<file path="src/design/ccmt_pkg.sv">
// shared types, constants and functions for the character context model trainer
package ccmt_pkg;

  localparam int TableEntries = 4096;
  localparam int MaxContext = 4;
  localparam int AddrW = $clog2(TableEntries);
  localparam int CountW = $clog2(TableEntries + 1);
  localparam int LenW = $clog2(MaxContext + 1);
  localparam int WeightW = 15;
  localparam int KeyW = LenW + 8 * MaxContext + 8;
  localparam int EntryW = KeyW + WeightW;
  localparam int QueueDepth = 2;
  localparam int QueuePtrW = $clog2(QueueDepth);

  localparam logic [WeightW-1:0] NewWeight = WeightW'(256);
  localparam logic [WeightW-1:0] CeilingReset = WeightW'(25600);

  typedef logic [KeyW-1:0] key_t;

  typedef struct packed {
    logic [7:0] text_byte;
    logic [8*MaxContext-1:0] history;
    logic [LenW-1:0] depth;
  } job_t;

  typedef struct packed {
    logic valid;
    logic [2:0] created;
    logic [2:0] dropped;
    logic [CountW-1:0] entries;
    logic [4*WeightW-1:0] weights;
  } report_t;

  // key of the pair with context length len: unused context bytes masked to zero
  function automatic key_t make_key(input logic [LenW-1:0] len,
                                    input logic [8*MaxContext-1:0] hist,
                                    input logic [7:0] next_byte);
    logic [8*MaxContext-1:0] masked;
    masked = '0;
    for (int k = 0; k < MaxContext; k++) begin
      if (LenW'(k) < len) masked[8*k +: 8] = hist[8*k +: 8];
    end
    return {len, masked, next_byte};
  endfunction

  // signed gap truncated toward zero, divided by fifty
  function automatic logic [WeightW-1:0] smooth(input logic [WeightW-1:0] cur,
                                                input logic [WeightW-1:0] ceil);
    logic signed [WeightW+1:0] gap;
    logic [WeightW:0] mag;
    logic [WeightW+21:0] prod;
    logic [WeightW:0] q;
    logic signed [WeightW+1:0] sum;
    gap = $signed({2'b00, ceil}) - $signed({2'b00, cur});
    mag = gap[WeightW+1] ? (WeightW+1)'(-gap) : gap[WeightW:0];
    // reciprocal of fifty, exact for a 15-bit magnitude
    prod = {6'd0, mag} * 22'd1342178;
    q = (WeightW+1)'(prod >> 26);
    sum = gap[WeightW+1] ? $signed({2'b00, cur}) - $signed({1'b0, q})
                         : $signed({2'b00, cur}) + $signed({1'b0, q});
    return sum[WeightW-1:0];
  endfunction

endpackage

</file>
<file path="src/design/ccmt_front.sv">
// front end: history tracking and job queue
module ccmt_front (
  input  logic            clk,
  input  logic            rst,
  input  logic            start,
  input  logic [7:0]      text_byte,
  input  logic            starts_text,
  input  logic            pop,
  output logic            busy,
  output logic            job_valid,
  output ccmt_pkg::job_t  job
);
  import ccmt_pkg::*;

  logic [8*MaxContext-1:0] history;
  logic [LenW-1:0] count;
  job_t queue [QueueDepth];
  logic [QueuePtrW-1:0] wr_ptr, rd_ptr;
  logic [QueuePtrW:0] fill;
  logic accept;
  job_t incoming;

  assign busy = (fill == (QueuePtrW+1)'(QueueDepth));
  assign accept = start && !busy;
  assign job_valid = (fill != '0);
  assign job = queue[rd_ptr];

  always_comb begin
    incoming.text_byte = text_byte;
    incoming.history = history;
    incoming.depth = starts_text ? '0 : count;
  end

  always_ff @(posedge clk) begin
    if (accept) queue[wr_ptr] <= incoming;
    if (rst) begin
      history <= '0;
      count <= '0;
      wr_ptr <= '0;
      rd_ptr <= '0;
      fill <= '0;
    end else begin
      if (accept) begin
        history <= {history[8*MaxContext-9:0], text_byte};
        count <= (incoming.depth < LenW'(MaxContext)) ? incoming.depth + 1'b1
                                                     : incoming.depth;
        wr_ptr <= wr_ptr + 1'b1;
      end
      if (pop && job_valid) rd_ptr <= rd_ptr + 1'b1;
      fill <= fill + (QueuePtrW+1)'(accept) - (QueuePtrW+1)'(pop && job_valid);
    end
  end

  assert property (@(posedge clk) disable iff (rst) fill <= (QueuePtrW+1)'(QueueDepth))
    else $error("queue overfilled");
  assert property (@(posedge clk) disable iff (rst) pop |-> job_valid)
    else $error("pop from empty queue");
  assert property (@(posedge clk) disable iff (rst) accept && starts_text |=> count == 1)
    else $error("history not restarted");
endmodule

</file>
<file path="config.mk">
export PLATFORM = sky130hd
export DESIGN_NAME = ccmt_front
export DESIGN_NICKNAME = d
export VERILOG_FILES = /design/src/design/ccmt_pkg.sv /design/src/design/ccmt_front.sv
export SDC_FILE = /design/constraint.sdc
export NUM_CORES = 1
export LEC_CHECK = 0
export ABC_CLOCK_PERIOD_IN_PS = 2290
export BUFFER_PORTS_ARGS = -buffer_cell sky130_fd_sc_hd__buf_2
export CAP_MARGIN = 5
export CORE_MARGIN = 2
export CORE_UTILIZATION = 41
export CTS_BUF_LIST = sky130_fd_sc_hd__clkbuf_8 sky130_fd_sc_hd__clkbuf_16
export DETAILED_ROUTE_END_ITERATION = 8
export PLACE_DENSITY = 0.71
export SETUP_SLACK_MARGIN = 0.15
export SLEW_MARGIN = 0
export SYNTH_ARGS = -nofsm -noshare
export SYNTH_HDL_FRONTEND = slang
export SYNTH_SLANG_ARGS = --single-unit
export TNS_END_PERCENT = 10
</file>
<file path="constraint.sdc">
create_clock -name clk -period 2.29 [get_ports clk]
set_input_delay 0.1145 -clock clk [delete_from_list [all_inputs] [get_ports clk]]
set_output_delay 0.1145 -clock clk [all_outputs]
set_load 0.02 [all_outputs]
</file>
==> results.cfg <==
[pwr]
power_density_nw_per_um2 = 1290
peakVddDrop_mv = 0.8997
p_leak_nw = 2.150

[final_layout]
finalNetCount = 409
final_common_cell = edfxtp_1
fin_area_um2 = 5854
final_cell_mix = 86 x edfxtp_1, 57 x buf_2, 43 x mux2_2
area_delta_synth_final_pct = 24.21
antennaDiodeCount = 0
drive_gt1_share_pct = 35.47

[synthesis]
synth_top_family_by_area = multiplexers
synth_compound_area_share_pct = 8.070
yosys.area_share.adder_pct = 0.7964
synth_xor_area_share_pct = 0.3716
syn_area_per_cell_um2 = 14.55
ys_top_cells_by_area = edfxtp_1 55%, dfxtp_1 17%, mux2_2 10%
syn_area_um2 = 4713
seq_area_frac_synth_pct = 71.78
yosysTopAreaCell = edfxtp_1
synth_top_area_share_pct = 54.79
synth_simple_gate_area_share_pct = 5.575
synthMuxAreaShare_pct = 10.27
synth.distinct_cells = 31
synth_seq_cells = 126
synth_nets = 340
synthCells = 324
yosys_warnings = 0

[clock_network]
cts_root_buf = clkbuf_16
cts.clk_slew.worst_paths_ns = 0.06
postCtsSetupBuffers = 0
cts_resized = 0
clk_path_buf_depth = 2
cts_tree = built
h-tree-depth = 4
cts-hold-fix-buffers = 8
cts_sinks = 126
clk_latency_ns = 0.40
cts_buffers = 17

[timing]
fmax_mhz = 517.8
setup_viol = 0
finalSetupTns_ns = 0
rsz0062_at_grt = false
worst_slew_pin_slew_ns = 0.7206
holdWs_ns = 0.05532
hold_violations = 0
fin_skew_ns = 0.008565
slew_headroom_pct = 51.96
timing.final.crit_share_pct = 84.33
min_period_ns = 1.931
report.final.slew_viol_count = 0

[worst_setup_path]
cp.required_ns = 2.18
endpoint_kind = primary output
reg2reg_slack_ns = 0.53
r2r_start = fill[0]$_SDFF_PP0_
startpoint_type = register
critPathKind = reg2out
r2r_cells = 4
worst_ep_arrival_time_ns = 1.82
worstPathMaxFanout = 18
r2r-end = queue[1][40]$_DFFE_PP_

[routing]
drt_pass1_iterations = 5
drt_wl_total_mm = 9.263
drc_errors = 0
viasPerCell = 5.208
via_count = 2859
drtAntennaViolNets = 0
wl_per_cell_um = 16.87
drtIter0Drc = 224

[floorplan]
io_pins = 58
num_rows = 39
dieWidth_um = 111.2
core_um2 = 11320
start_util_pct = 41.63
fp.dieH_um = 111.2
dieArea_um2 = 12370

[global_routing]
use_met1_pct = 18.95
grt.busiest_layer = met2
grt_usage_pct = 15.51
grt_max_degree = 44
met2_usage_pct = 26.34
antenna_found_initial = 0
overflow = 0
grt_pass1_wl_mm = 14.92
grt_pass1_vias = 2893
grt_util_met3_pct = 5.139

[worst_hold_path]
worstHoldStart = start
hold_path_end = count[2]$_SDFFE_PP0P_
min_path_cells = 3
hold_class = in2reg

[placed_design]
dpl_cell_area_um2 = 5139
gp_congestion = 0.7843
dp_hpwl_mm = 5.617
numPortBuffers = 57

[job]
cap_violations = 0

[status]
status = completed
final cells by class:
type / instances / area, µm²
inverter: 5 / 21.27
fill: 944 / 5466
clock buffer: 17 / 425.4
sequential: 126 / 3385
clock inverter: 15 / 210.2
tap: 143 / 178.9
timing repair buffer: 73 / 450.4
multi-input combinational: 170 / 1184
routing by layer:
layer  part of all wire [%]  wire length [µm]
met5                      0                 0
met4                   0.33                31
met3                    5.1               477
met2                     52              4818
met1                     42              3935
worst max path at each step:
stage                             from                      to  slack (ns)  cells past startpoint
global placement    fill[0]$_SDFF_PP0_  queue[1][35]$_DFFE_PP_        0.59                      4
floorplan           fill[0]$_SDFF_PP0_   queue[0][0]$_DFFE_PP_        0.17                      4
finish                        register                  job[4]        0.36                      3
global route                  register                 job[39]        0.27                      3
detailed placement  fill[0]$_SDFF_PP0_  queue[1][35]$_DFFE_PP_        0.53                      4
CTS                           register                  job[4]        0.33                      3
synthesized netlist by cell type, drive strengths merged:
| master | instances |
|---|---|
| o21ai | 33 |
| nand3 | 33 |
| a41oi | 1 |
| nand2 | 1 |
| a31o | 1 |
| inv | 5 |
| o31ai | 1 |
| nor3 | 2 |
| nand2b | 1 |
| xnor2 | 1 |
| clkbuf | 8 |
| nand4b | 1 |
| or3 | 1 |
| mux2 | 43 |
| buf | 15 |
| edfxtp | 86 |
| xor2 | 1 |
| and2 | 1 |
| or2 | 1 |
| and3 | 1 |
| o21a | 2 |
| nor2 | 3 |
| a21oi | 35 |
| dfxtp | 40 |
| nor2b | 4 |
| ha | 3 |
logic make-up (layout without fill, tap and decap cells):
kind of cell	Yosys count	after routing
flip-flops	126	126
XOR/XNOR	2	2
buffers and inverters	28	110
AND/OR/NAND/NOR	49	49
AO/OA/AOI/OAI	73	73
adder cells (fa/ha/maj)	3	3
multiplexers	43	43
metrics by stage:
stage / power [mW] / util [%] / setup slack (ns) / instances
floorplan: 4.237 / - / 0.1706 / 324
global placement: 4.726 / 45.39 / 0.5879 / 509
detailed placement: 4.783 / 45.39 / 0.5325 / 509
CTS: 7.635 / 51.71 / 0.3340 / 549
global route: 7.878 / 51.71 / 0.2654 / 549
finish: 7.553 / 51.71 / 0.3588 / 549
sequential cells by signal, indices dropped and copies added, names as in the netlist, named ones only:
| name | flops |
|---|---|
| rd_ptr | 1 |
| queue | 86 |
| history | 32 |
| fill | 2 |
| count | 3 |
| wr_ptr | 1 |
critical path, stage by stage, from the launching register on:
cell and delay [ns]:
dfxtp_2 0.54, buf_4 0.33, mux2_2 0.38, buf_2 0.16
power breakdown:
| group | internal [mW] | total, mW | leakage (nW) | switching, mW |
|---|---|---|---|---|
| registers | 2.80 | 2.95 | 1.15 | 0.148 |
| logic | 0.675 | 1.77 | 0.686 | 1.10 |
| clock network | 1.84 | 2.83 | 0.310 | 0.995 |
Note: power is estimated with default switching activity, not from simulation.
